`src/rtl/assert_macros.svh`:
```
// Assertion helpers for the RTL files; dwpid_merge includes them.
`ifndef ASSERT_MACROS_SVH
`define ASSERT_MACROS_SVH

// Same-cycle implication, disabled while reset is asserted.
`define ASSERT_IMP(lbl, clk, rst_n, ante, cons, msg) \
  lbl: assert property (@(posedge clk) disable iff (!rst_n) (ante) |-> (cons)) \
    else $error(msg);

// Next-cycle implication, disabled while reset is asserted.
`define ASSERT_NXT(lbl, clk, rst_n, ante, cons, msg) \
  lbl: assert property (@(posedge clk) disable iff (!rst_n) (ante) |=> (cons)) \
    else $error(msg);

`endif

```
`src/rtl/dwpid_pkg.sv`:
```
package dwpid_pkg;

  localparam logic [9:0]  FULL_SCALE    = 10'd900;
  localparam logic [9:0]  LIMIT_RESET   = 10'd300;
  localparam logic [15:0] KP_RESET      = 16'd1280;
  localparam logic [15:0] KI_RESET      = 16'd512;
  localparam logic [15:0] KD_RESET      = 16'd128;
  localparam logic [7:0]  DEAD_RESET    = 8'd5;

  localparam int unsigned REG_IDX_W = 3;

  localparam logic [REG_IDX_W-1:0] REG_LEFT_KP     = 3'd0;
  localparam logic [REG_IDX_W-1:0] REG_LEFT_KI     = 3'd1;
  localparam logic [REG_IDX_W-1:0] REG_LEFT_KD     = 3'd2;
  localparam logic [REG_IDX_W-1:0] REG_RIGHT_KP    = 3'd3;
  localparam logic [REG_IDX_W-1:0] REG_RIGHT_KI    = 3'd4;
  localparam logic [REG_IDX_W-1:0] REG_RIGHT_KD    = 3'd5;
  localparam logic [REG_IDX_W-1:0] REG_DEAD_OFFSET = 3'd6;
  localparam logic [REG_IDX_W-1:0] REG_DRIVE_CAP   = 3'd7;

  // Load strobes for the four lane stages.
  typedef struct packed {
    logic s1;
    logic s2;
    logic s3;
    logic s4;
  } adv_t;

  // What one lane hands to the output register.
  typedef struct packed {
    logic [9:0]         pulse;
    logic               reverse;
    logic signed [23:0] command;
  } lane_res_t;

endpackage

```
`src/rtl/dwpid_merge.sv`:
```
module dwpid_merge
  import dwpid_pkg::*;
(
  input  logic         clk,
  input  logic         rst_n,
  input  logic         in_valid,
  output logic         in_ready,
  output adv_t         adv,
  input  lane_res_t    left_res,
  input  lane_res_t    right_res,
  output logic         out_valid,
  input  logic         out_ready,
  output logic [9:0]   out_left_pulse,
  output logic         out_left_reverse,
  output logic [9:0]   out_right_pulse,
  output logic         out_right_reverse,
  output logic [23:0]  out_left_command,
  output logic [23:0]  out_right_command
);

  `include "assert_macros.svh"

  logic v1_r, v2_r, v3_r, v4_r, vo_r;
  logic ld5;
  logic free1, free2, free3, free4;
  lane_res_t left_r, right_r;

  // Each stage takes a new transaction when it is empty or its own
  // transaction moves on in the same cycle.
  assign ld5    = v4_r && (!vo_r || out_ready);
  assign free4  = !v4_r || ld5;
  assign adv.s4 = v3_r && free4;
  assign free3  = !v3_r || adv.s4;
  assign adv.s3 = v2_r && free3;
  assign free2  = !v2_r || adv.s3;
  assign adv.s2 = v1_r && free2;
  assign free1  = !v1_r || adv.s2;
  assign adv.s1 = in_valid && free1;
  assign in_ready = free1;

  always_ff @(posedge clk) begin
    if (!rst_n) begin
      v1_r <= 1'b0;
      v2_r <= 1'b0;
      v3_r <= 1'b0;
      v4_r <= 1'b0;
      vo_r <= 1'b0;
    end else begin
      v1_r <= adv.s1 || (v1_r && !adv.s2);
      v2_r <= adv.s2 || (v2_r && !adv.s3);
      v3_r <= adv.s3 || (v3_r && !adv.s4);
      v4_r <= adv.s4 || (v4_r && !ld5);
      vo_r <= ld5 || (vo_r && !out_ready);
    end
  end

  always_ff @(posedge clk) begin
    if (ld5) begin
      left_r  <= left_res;
      right_r <= right_res;
    end
  end

  assign out_valid         = vo_r;
  assign out_left_pulse    = left_r.pulse;
  assign out_left_reverse  = left_r.reverse;
  assign out_left_command  = left_r.command;
  assign out_right_pulse   = right_r.pulse;
  assign out_right_reverse = right_r.reverse;
  assign out_right_command = right_r.command;

  `ASSERT_IMP(a_empty_accepts, clk, rst_n, !v1_r && !v2_r && !v3_r && !v4_r, in_ready,
    "empty pipeline refuses a transaction")
  `ASSERT_IMP(a_finished_moves, clk, rst_n, v4_r && !vo_r, ld5,
    "finished transaction not moved into empty output register")
  `ASSERT_NXT(a_out_refill, clk, rst_n, vo_r && out_ready && v4_r, out_valid,
    "output register not refilled after a completed transaction")

endmodule

```
`config.mk`:
```
export PLATFORM = sky130hd
export DESIGN_NAME = dwpid_merge
export DESIGN_NICKNAME = d
export VERILOG_FILES = /design/src/rtl/dwpid_pkg.sv /design/src/rtl/dwpid_merge.sv
export VERILOG_INCLUDE_DIRS = /design/src /design/src/rtl
export SDC_FILE = /design/constraint.sdc
export NUM_CORES = 1
export LEC_CHECK = 0
export BUFFER_PORTS_ARGS = -buffer_cell sky130_fd_sc_hd__buf_2
export CORE_MARGIN = 5
export CORE_UTILIZATION = 44
export DETAILED_ROUTE_END_ITERATION = 12
export HOLD_SLACK_MARGIN = 0.15
export PLACE_DENSITY_LB_ADDON = 0.2
export SLEW_MARGIN = 10
export SYNTH_ARGS = -nofsm -noshare
export SYNTH_HDL_FRONTEND = slang
export SYNTH_SLANG_ARGS = --single-unit
export TNS_END_PERCENT = 50
```
`constraint.sdc`:
```
create_clock -name clk -period 14.4 [get_ports clk]
set_input_delay 2.88 -clock clk [delete_from_list [all_inputs] [get_ports clk]]
set_output_delay 2.88 -clock clk [all_outputs]
set_load 0.02 [all_outputs]
```
==> impl_metrics.csv <==
group,metric,value,unit
finish,layout.nets,330,
place,detailed_place_hpwl,3610,um
detailed_routing,wl_per_cell,14.6,um
pwr,switching_power,0.0000789,W
pwr,p_int,0.000328,W
yosys,ys_seq_area_share,94.6,%
die,initial_core_util,45.3,%
die,num_rows,26,
place,place_congestion,0.729,
clock_network,postCtsSetupBuffers,0,
clock_network,clk_latency,330,ps
detailed_routing,avgViaCountPerCell,4.24,
pwr,seqPwrFrac,59.5,%
detailed_routing,ant_nets,0,
die,dieArea,6850,sq um
critical_path,critPathMaxFanout,5,
pwr,peakVddDrop,0.0918,mV
timing,fmax,155,MHz
detailed_routing,vias,1405,
clock_network,cts_tree,"built",
place,port_buffers,149,
grt,grt_pass1_vias,1347,
finish,drive_gt1_share,63.2,%
die,io_pins,150,
finish,antenna_cells,0,
pwr,p_clk_share,36.2,%
clock_network,cts_made_buffers,9,
detailed_routing,dr.pass1.iters,4,
timing,rsz0062_at_grt,"no",
clock_network,h-tree-depth,3,
clock_network,clock_tree.root_cell,"clkbuf_8",
die,core_area,5140,sq um
grt,gr-total-overflow,0,
yosys,syn_area,2330,sq um
clock_network,clkTransAtPathRegs,70,ps
timing,setup_tns,0,ps
yosys,synth_cell_types,15,
yosys,syn-num-nets,169,
job,maxCapViolCount,0,
yosys,synth_cells,95,
timing,finalHoldViolCount,0,
finish,final_util,65.4,%
pwr,powerDensity,121,nW/um^2
timing,fin_skew,3.86,ps
pwr,p_sw_share,19.4,%
detailed_routing,wl,4820,um
detailed_routing,drc_errors,0,
hold_path,min_path_type,"register to register",
grt,grt_max_degree,71,
yosys,ys_ff_latch,75,
grt,antenna_found_initial,0,
die,fp.dieH,82.7,um
timing,timing.final.crit_share,44.9,%
critical_path,end_kind,"primary output",
detailed_routing,drt_iter0_drc,77,
die,die_x,82.7,um
critical_path,critPathKind,"input pin to primary output",
grt,grt_use_total,13.4,%
run_status,outcome,"finished, final reports clean",
hold_path,hold_depth,2,
clock_network,clockBufferDepth,2,
grt,grt_pass1_wl,6370,um
clock_network,ctsResizeCount,0,
critical_path,start_kind,"input pin",
timing,whs,520,ps
timing,period_needed,6470,ps
yosys,syn_avg_cell_area,24.5,sq um
timing,relSlewSlack,44.7,%
timing,drv_slew,0,
timing,setup_viol,0,
critical_path,reg2reg_depth,3,
critical_path,critPathRequiredTime,11520,ps
yosys,yosys_warnings,0,
clock_network,cts-hold-fix-buffers,0,
pwr,p_leak,1.41,nW
pwr,pwr-share-comb,4.3,%
critical_path,arrival,3590,ps
timing,max_slew.worst_pin.slew,830,ps
finish,area_growth,44.3,%
clock_network,clock-sinks,75,
## Yosys cell counts (all sizes together)
cell type | n | area (sq um)
o21ai | 1 | 5.00
a21oi | 1 | 5.00
edfxtp | 70 | 2100
nor2b | 3 | 18.8
nand2 | 2 | 7.51
a22o | 1 | 8.76
a31oi | 1 | 6.26
and3 | 1 | 6.26
inv | 2 | 7.51
a21boi | 1 | 7.51
dfxtp | 5 | 100
nand3b | 1 | 7.51
nand3 | 2 | 10.0
o21a | 3 | 22.5
and4b | 1 | 13.8
## registers in the layout, indices dropped and copies added, names as in the netlist
name,flops
out_left_command,24
out_left_pulse,10
out_left_reverse,1
out_right_command,24
out_right_pulse,10
out_right_reverse,1
out_valid,1
v1_r,1
v2_r,1
v3_r,1
v4_r,1
## metrics by stage
stage	instance area [sq um]	total power [W]	worst slack, ps	std cells
floorplan	2330	0.000252	7840	95
global placement	3180	0.000264	7940	315
detailed placement	3180	0.000264	7930	315
CTS	3360	0.000411	7930	331
global route	3360	0.000426	7890	331
finish	3360	0.000407	7930	331
## cell type report
type,instances,area [sq um]
sequential,75,2200
fill,416,1780
clock inverter,7,58.8
multi-input combinational,18,126
tap,70,87.6
clock buffer,9,124
timing repair buffer,150,753
inverter,2,7.51
## layout by cell type, fill, tap and decap left out, types with 2 or more instances in the layout
cell	count
clkbuf_8	9
dfxtp_1	5
nand3_1	2
clkinv_1	3
clkinv_2	2
nor2b_1	2
inv_1	2
buf_2	149
o21a_1	3
edfxtp_1	70
nand2_1	2
## metal layers
| layer | vias up | part of all wire, % | GRT usage, % |
|---|---|---|---|
| li1 | 696 | - | - |
| met1 | 629 | 34 | 13.5 |
| met2 | 76 | 53 | 23.3 |
| met3 | 4 | 13 | 6.29 |
| met4 | 0 | 0.58 | 6.37 |
| met5 | - | 0 | 0 |
## critical path, stage by stage
cell and delay, ps:
buf_2 110, and4b_4 350, a31oi_1 80, buf_2 170
## path summary, 6_finish.rpt
path,start,end,slack (ps)
worst min register to register,v3_r$_SDFF_PN0_,v2_r$_SDFF_PN0_,520
worst max-delay path,out_ready,adv[3],7930
worst min-delay path,v3_r$_SDFF_PN0_,v2_r$_SDFF_PN0_,520
worst max register to register,out_valid$_SDFF_PN0_,out_left_pulse[9]$_DFFE_PP_,12730
## power groups by stage
stage	Sequential (W)	Combinational, W	Clock [W]
after floorplan	0.000250	0.00000239	0
after global placement	0.000247	0.0000173	0
after detailed placement	0.000247	0.0000178	0
after CTS	0.000242	0.0000178	0.000151
after global routing	0.000242	0.0000191	0.000165
final	0.000242	0.0000175	0.000147
## cell families (layout without fill, tap and decap cells)
family                 Yosys count  in the layout  share of synthesized area [%]
and+or+nand+nor                 10             10                           2.74
AOI/OAI and AO/OA                8              8                           2.36
buffers and inverters            2            168                          0.323
DFF                             75             75                           94.6
(Power assumes the default switching activity.)
