`config.mk`:
```
export PLATFORM = sky130hd
export DESIGN_NAME = dwpid_lane
export DESIGN_NICKNAME = d
export VERILOG_FILES = /design/src/rtl/assert_macros.svh /design/src/rtl/dwpid_pkg.sv /design/src/rtl/dwpid_lane.sv
export SDC_FILE = /design/constraint.sdc
export NUM_CORES = 2
export LEC_CHECK = 0
export ABC_CLOCK_PERIOD_IN_PS = 12820
export BUFFER_PORTS_ARGS = -buffer_cell sky130_fd_sc_hd__buf_2
export CORE_MARGIN = 5
export CORE_UTILIZATION = 55
export DETAILED_ROUTE_END_ITERATION = 6
export PLACE_DENSITY_LB_ADDON = 0.3
export SLEW_MARGIN = 20
export SYNTH_ARGS = -nofsm -noshare
export SYNTH_HDL_FRONTEND = slang
export SYNTH_SLANG_ARGS = --single-unit
```
`constraint.sdc`:
```
create_clock -name clk -period 12.82 [get_ports clk]
set_input_delay 2.564 -clock clk [delete_from_list [all_inputs] [get_ports clk]]
set_output_delay 2.564 -clock clk [all_outputs]
set_load 0.005 [all_outputs]
```
`src/rtl/assert_macros.svh`:
```
// Assertion helpers for the RTL files; dwpid_merge includes them.
`ifndef ASSERT_MACROS_SVH
`define ASSERT_MACROS_SVH

// Same-cycle implication, disabled while reset is asserted.
`define ASSERT_IMP(lbl, clk, rst_n, ante, cons, msg) \
  lbl: assert property (@(posedge clk) disable iff (!rst_n) (ante) |-> (cons)) \
    else $error(msg);

// Next-cycle implication, disabled while reset is asserted.
`define ASSERT_NXT(lbl, clk, rst_n, ante, cons, msg) \
  lbl: assert property (@(posedge clk) disable iff (!rst_n) (ante) |=> (cons)) \
    else $error(msg);

`endif

```
`src/rtl/dwpid_pkg.sv`:
```
package dwpid_pkg;

  localparam logic [9:0]  FULL_SCALE    = 10'd900;
  localparam logic [9:0]  LIMIT_RESET   = 10'd300;
  localparam logic [15:0] KP_RESET      = 16'd1280;
  localparam logic [15:0] KI_RESET      = 16'd512;
  localparam logic [15:0] KD_RESET      = 16'd128;
  localparam logic [7:0]  DEAD_RESET    = 8'd5;

  localparam int unsigned REG_IDX_W = 3;

  localparam logic [REG_IDX_W-1:0] REG_LEFT_KP     = 3'd0;
  localparam logic [REG_IDX_W-1:0] REG_LEFT_KI     = 3'd1;
  localparam logic [REG_IDX_W-1:0] REG_LEFT_KD     = 3'd2;
  localparam logic [REG_IDX_W-1:0] REG_RIGHT_KP    = 3'd3;
  localparam logic [REG_IDX_W-1:0] REG_RIGHT_KI    = 3'd4;
  localparam logic [REG_IDX_W-1:0] REG_RIGHT_KD    = 3'd5;
  localparam logic [REG_IDX_W-1:0] REG_DEAD_OFFSET = 3'd6;
  localparam logic [REG_IDX_W-1:0] REG_DRIVE_CAP   = 3'd7;

  // Load strobes for the four lane stages.
  typedef struct packed {
    logic s1;
    logic s2;
    logic s3;
    logic s4;
  } adv_t;

  // What one lane hands to the output register.
  typedef struct packed {
    logic [9:0]         pulse;
    logic               reverse;
    logic signed [23:0] command;
  } lane_res_t;

endpackage

```
`src/rtl/dwpid_lane.sv`:
```
module dwpid_lane
  import dwpid_pkg::*;
(
  input  logic               clk,
  input  logic               rst_n,
  input  adv_t               adv,
  input  logic signed [15:0] count,
  input  logic signed [15:0] target,
  input  logic [15:0]        kp,
  input  logic [15:0]        ki,
  input  logic [15:0]        kd,
  input  logic [7:0]         dead_offset,
  input  logic [9:0]         drive_cap,
  output lane_res_t          res
);

  // Controller state.
  logic signed [31:0] integral_r, integral_nxt;
  logic signed [16:0] prev_r;

  // Stage 1: error and error difference.
  logic signed [16:0] err_nxt;
  logic signed [16:0] err_r;
  logic signed [17:0] diff_r;

  // Stage 2: gain products (Q.8).
  logic signed [32:0] pk_r, pi_r;
  logic signed [33:0] pd_r;
  logic signed [32:0] pk_full, pi_full;
  logic signed [33:0] pd_full;

  // Stage 3: integral update and pass-through of the P and D terms.
  logic signed [32:0] pk3_r;
  logic signed [33:0] pd3_r;
  logic signed [33:0] isum;

  // Stage 4: truncated command.
  logic signed [34:0] sum;
  logic signed [34:0] biased;
  logic signed [26:0] cmd_nxt, cmd_r;

  // Output shaping.
  logic [9:0]         top;
  logic signed [26:0] top_s, lim_s;
  logic signed [10:0] c1, c2, mag;
  logic               neg;
  logic signed [23:0] cmd_sat;

  assign err_nxt = 17'(target) - 17'(count);

  always_ff @(posedge clk) begin
    if (!rst_n) begin
      prev_r <= '0;
    end else if (adv.s1) begin
      prev_r <= err_nxt;
    end
  end

  always_ff @(posedge clk) begin
    if (adv.s1) begin
      err_r  <= err_nxt;
      diff_r <= 18'(err_nxt) - 18'(prev_r);
    end
  end

  assign pk_full = 33'(err_r) * $signed({17'd0, kp});
  assign pi_full = 33'(err_r) * $signed({17'd0, ki});
  assign pd_full = 34'(diff_r) * $signed({18'd0, kd});

  always_ff @(posedge clk) begin
    if (adv.s2) begin
      pk_r <= pk_full;
      pi_r <= pi_full;
      pd_r <= pd_full;
    end
  end

  // Saturating integral update.
  assign isum = 34'(integral_r) + 34'(pi_r);

  always_comb begin
    if (isum[33:31] == 3'b000 || isum[33:31] == 3'b111) begin
      integral_nxt = isum[31:0];
    end else if (isum[33]) begin
      integral_nxt = 32'sh8000_0000;
    end else begin
      integral_nxt = 32'sh7fff_ffff;
    end
  end

  always_ff @(posedge clk) begin
    if (!rst_n) begin
      integral_r <= '0;
    end else if (adv.s3) begin
      integral_r <= integral_nxt;
    end
  end

  always_ff @(posedge clk) begin
    if (adv.s3) begin
      pk3_r <= pk_r;
      pd3_r <= pd_r;
    end
  end

  // The integral register only moves when stage 3 loads, together with the
  // stage 3 registers, so it always matches the item held in stage 3.
  assign sum     = 35'(pk3_r) + 35'(integral_r) + 35'(pd3_r);
  assign biased  = sum + (sum[34] ? 35'sd255 : 35'sd0);
  assign cmd_nxt = biased[34:8];

  always_ff @(posedge clk) begin
    if (adv.s4) begin
      cmd_r <= cmd_nxt;
    end
  end

  assign top   = FULL_SCALE - {2'b00, dead_offset};
  assign top_s = $signed({17'd0, top});
  assign lim_s = $signed({17'd0, drive_cap});

  always_comb begin
    if (cmd_r >= top_s) begin
      c1 = top_s[10:0];
    end else if (cmd_r < -top_s) begin
      c1 = 11'(-top_s);
    end else begin
      c1 = cmd_r[10:0];
    end
    if (27'(c1) > lim_s) begin
      c2 = lim_s[10:0];
    end else if (27'(c1) < -lim_s) begin
      c2 = 11'(-lim_s);
    end else begin
      c2 = c1;
    end
    neg = c2[10];
    mag = neg ? -c2 : c2;
  end

  always_comb begin
    if (cmd_r[26:23] == 4'b0000 || cmd_r[26:23] == 4'b1111) begin
      cmd_sat = cmd_r[23:0];
    end else if (cmd_r[26]) begin
      cmd_sat = 24'sh80_0000;
    end else begin
      cmd_sat = 24'sh7f_ffff;
    end
  end

  assign res = '{pulse: mag[9:0] + {2'b00, dead_offset}, reverse: neg, command: cmd_sat};

endmodule

```
==> qor.txt <==
Run status -> completed
Max stage delay on crit path -> 0.37 ns
FMAX -> 80.94 MHz
Critical path class -> in -> out
Post-synth top area cell -> fa_1
First-pass GRT wire length -> 185500 um
Sink Count -> 278
CORE AREA -> 87160 um^2
Post-Syn Instances -> 5038
Layout cell share with drive strength beyond 1 -> 5.973%
Min Tclk post-route -> 12.35 ns
Type of origin of the critical path -> primary input
Routed length per placed instance -> 17.62 um
GR Overflow Total -> 0
Part of the cycle the worst path needs -> 96.37%
Area Overhead vs Synth -> 6.353%
Crit Path Max Fanout -> 8
DP HPWL -> 89000 um
Reg clk slew, reported paths -> 0.07 ns
R2r startpoint -> diff_r[7]
# hold bufs at CTS -> 0
Die Area -> 94120 um^2
H-tree depth -> 1
Final WL -> 110700 um
Starting DRC count in detailed routing -> 2188
Ys Warns -> 0
Primary FF master, synth -> edfxtp_1
Via count -> 34560
Worst slew pin tran -> 1.003 ns
I/O pin total -> 139
Max-slew headroom -> 33.15%
Arr. time, crit path -> 9.79 ns
# setup viols final -> 0
Worst hold-check path type -> reg -> reg
Asr flop ratio synth -> 0%
CTS root buf -> clkbuf_16
Post-synth cell types -> 91
GRT Overall Usage -> 24.04%
Antenna violations before repair -> 9
CP Data Required Time -> 10.26 ns
Synth top cells by count -> 1067 x inv_1, 875 x fa_1, 562 x nand2_1
Worst Skew -> 0.01951 ns
Critical Path End Type -> primary output
Delay-heaviest family, CP -> compound AO/OA/AOI/OAI gates
Max Buffers Root-to-Sink -> 3
Row count -> 108
Hold Violations, Final -> 0
Buf+Inv Stages, Crit Path -> 6
Router iterations before antenna repair -> 5
RePlAce Congestion -> 0.8829
Routed Antenna Nets -> 0
Sequential area share after synthesis -> 16.22%
Clock Latency Late Sink -> 0.56 ns
Number of synthesized flops with an enable pin -> 229
Net count after synthesis -> 6429
Area post-placement -> 50380 um^2
Worst hold path startpoint -> pd_r[17]
Max-Cap Viols -> 0
Avg Inst Size Synth -> 9.616 um^2
Largest net degree at the start of global routing -> 70
Synthesized flop and latch total -> 278
Vias in the first global route -> 36460
Area contributors post-synth -> fa_1 36%, edfxtp_1 14%, ha_1 11%
Final non-filler cell area -> 51520 um^2
Most frequent cell after synthesis -> inv_1
Cell mode on critical path -> ha_1
Critical Path Slowest Stage Cell -> o41ai_2
Worst Hold Slack -> 0.4077 ns
Area of the mapped netlist -> 48450 um^2
Die H -> 306.8 um
Final #Nets -> 6492
Max Slew Vio Count -> 0
Clock tree from TritonCTS -> yes
Area fraction of the dominant cell type after synthesis -> 36.16%
Drt via density -> 5.501
Setup crit start -> dead_offset[1]
CTS Buf Count -> 29
Die X -> 306.8 um
DRC -> 0
PortBufs -> 138
Effective utilization at floorplan -> 55.58%
==> metrics by stage <==
stage / std cells / TNS [ns] / utilization [%] / setup slack (ns)
final: 6283 / 0 / 59.12 / 0.4655
after global routing: 6283 / -0.01680 / 59.12 / -0.01680
after CTS: 6273 / 0 / 58.96 / 0.06253
after detailed placement: 6220 / 0 / 57.81 / 0.09016
after global placement: 6220 / 0 / 57.81 / 0.08527
after floorplan: 5038 / 0 / - / 0.1704
==> cell families after synthesis <==
family	synth area share [%]
fa+ha+maj	46.80
compound gates	8.407
flops	16.22
buf+inv	9.602
mux	0.3538
xor+xnor	4.285
simple gates	14.33
other cells	0.007741
==> timing repair <==
action | 4_1_cts | 5_1_grt
resized for setup | 0 | 23
setup buffers | 0 | 5
endpoints found under the setup margin | 0 | 5
==> worst paths after layout <==
path / slack [ns] / cells after the start / end
max reg2reg: 5.00 / 22 / pd_r[33]
min: 0.41 / 0 / pd3_r[17]
min reg2reg: 0.41 / 0 / pd3_r[17]
max: 0.47 / 40 / res[34]
==> cell usage in the layout (no fill, tap or decap), types with 18 or more instances in the layout <==
cell and instances:
a21o_1 74, a21oi_1 134, a221o_1 32, a31oi_1 26
and2_1 390, and3_1 20, buf_2 136, buf_4 64
clkbuf_16 33, dfxtp_1 49, edfxtp_1 229, fa_1 875
ha_1 411, inv_1 1066, nand2_1 562, nand2b_1 29
nand3_1 58, nor2_1 141, nor2b_1 46, nor3_1 52
o21a_1 48, o21ai_0 90, o21bai_1 20, or3_1 18
xnor2_1 175, xor2_1 62
==> final cells by class <==
cell class | count | area [um^2]
clock buffer | 40 | 892.1
antenna | 5 | 12.51
tap | 1155 | 1445
multi-input combinational | 3524 | 36030
sequential | 278 | 7858
timing repair buffer | 201 | 1169
clock inverter | 13 | 113.9
inverter | 1067 | 4005
fill | 7507 | 35630
==> registers in the layout, summed over array words and instances, names as in the netlist <==
name	flops
err_r	17
cmd_r	27
pd3_r	34
integral_r	32
diff_r	18
pd_r	34
pk3_r	33
pi_r	33
prev_r	17
pk_r	33
==> per-layer routing <==
layer | global-route usage (%) | vias to the layer above | part of all wire, %
met5 | 0 | - | 0.0099
li1 | - | 15930 | -
met4 | 4.815 | 2 | 2.0
met3 | 2.581 | 141 | 5.7
met2 | 41.34 | 936 | 50
met1 | 33.61 | 17560 | 42
Power is not shown: default switching activity piles up to over one toggle a cycle in this logic, so the estimate is an artifact.
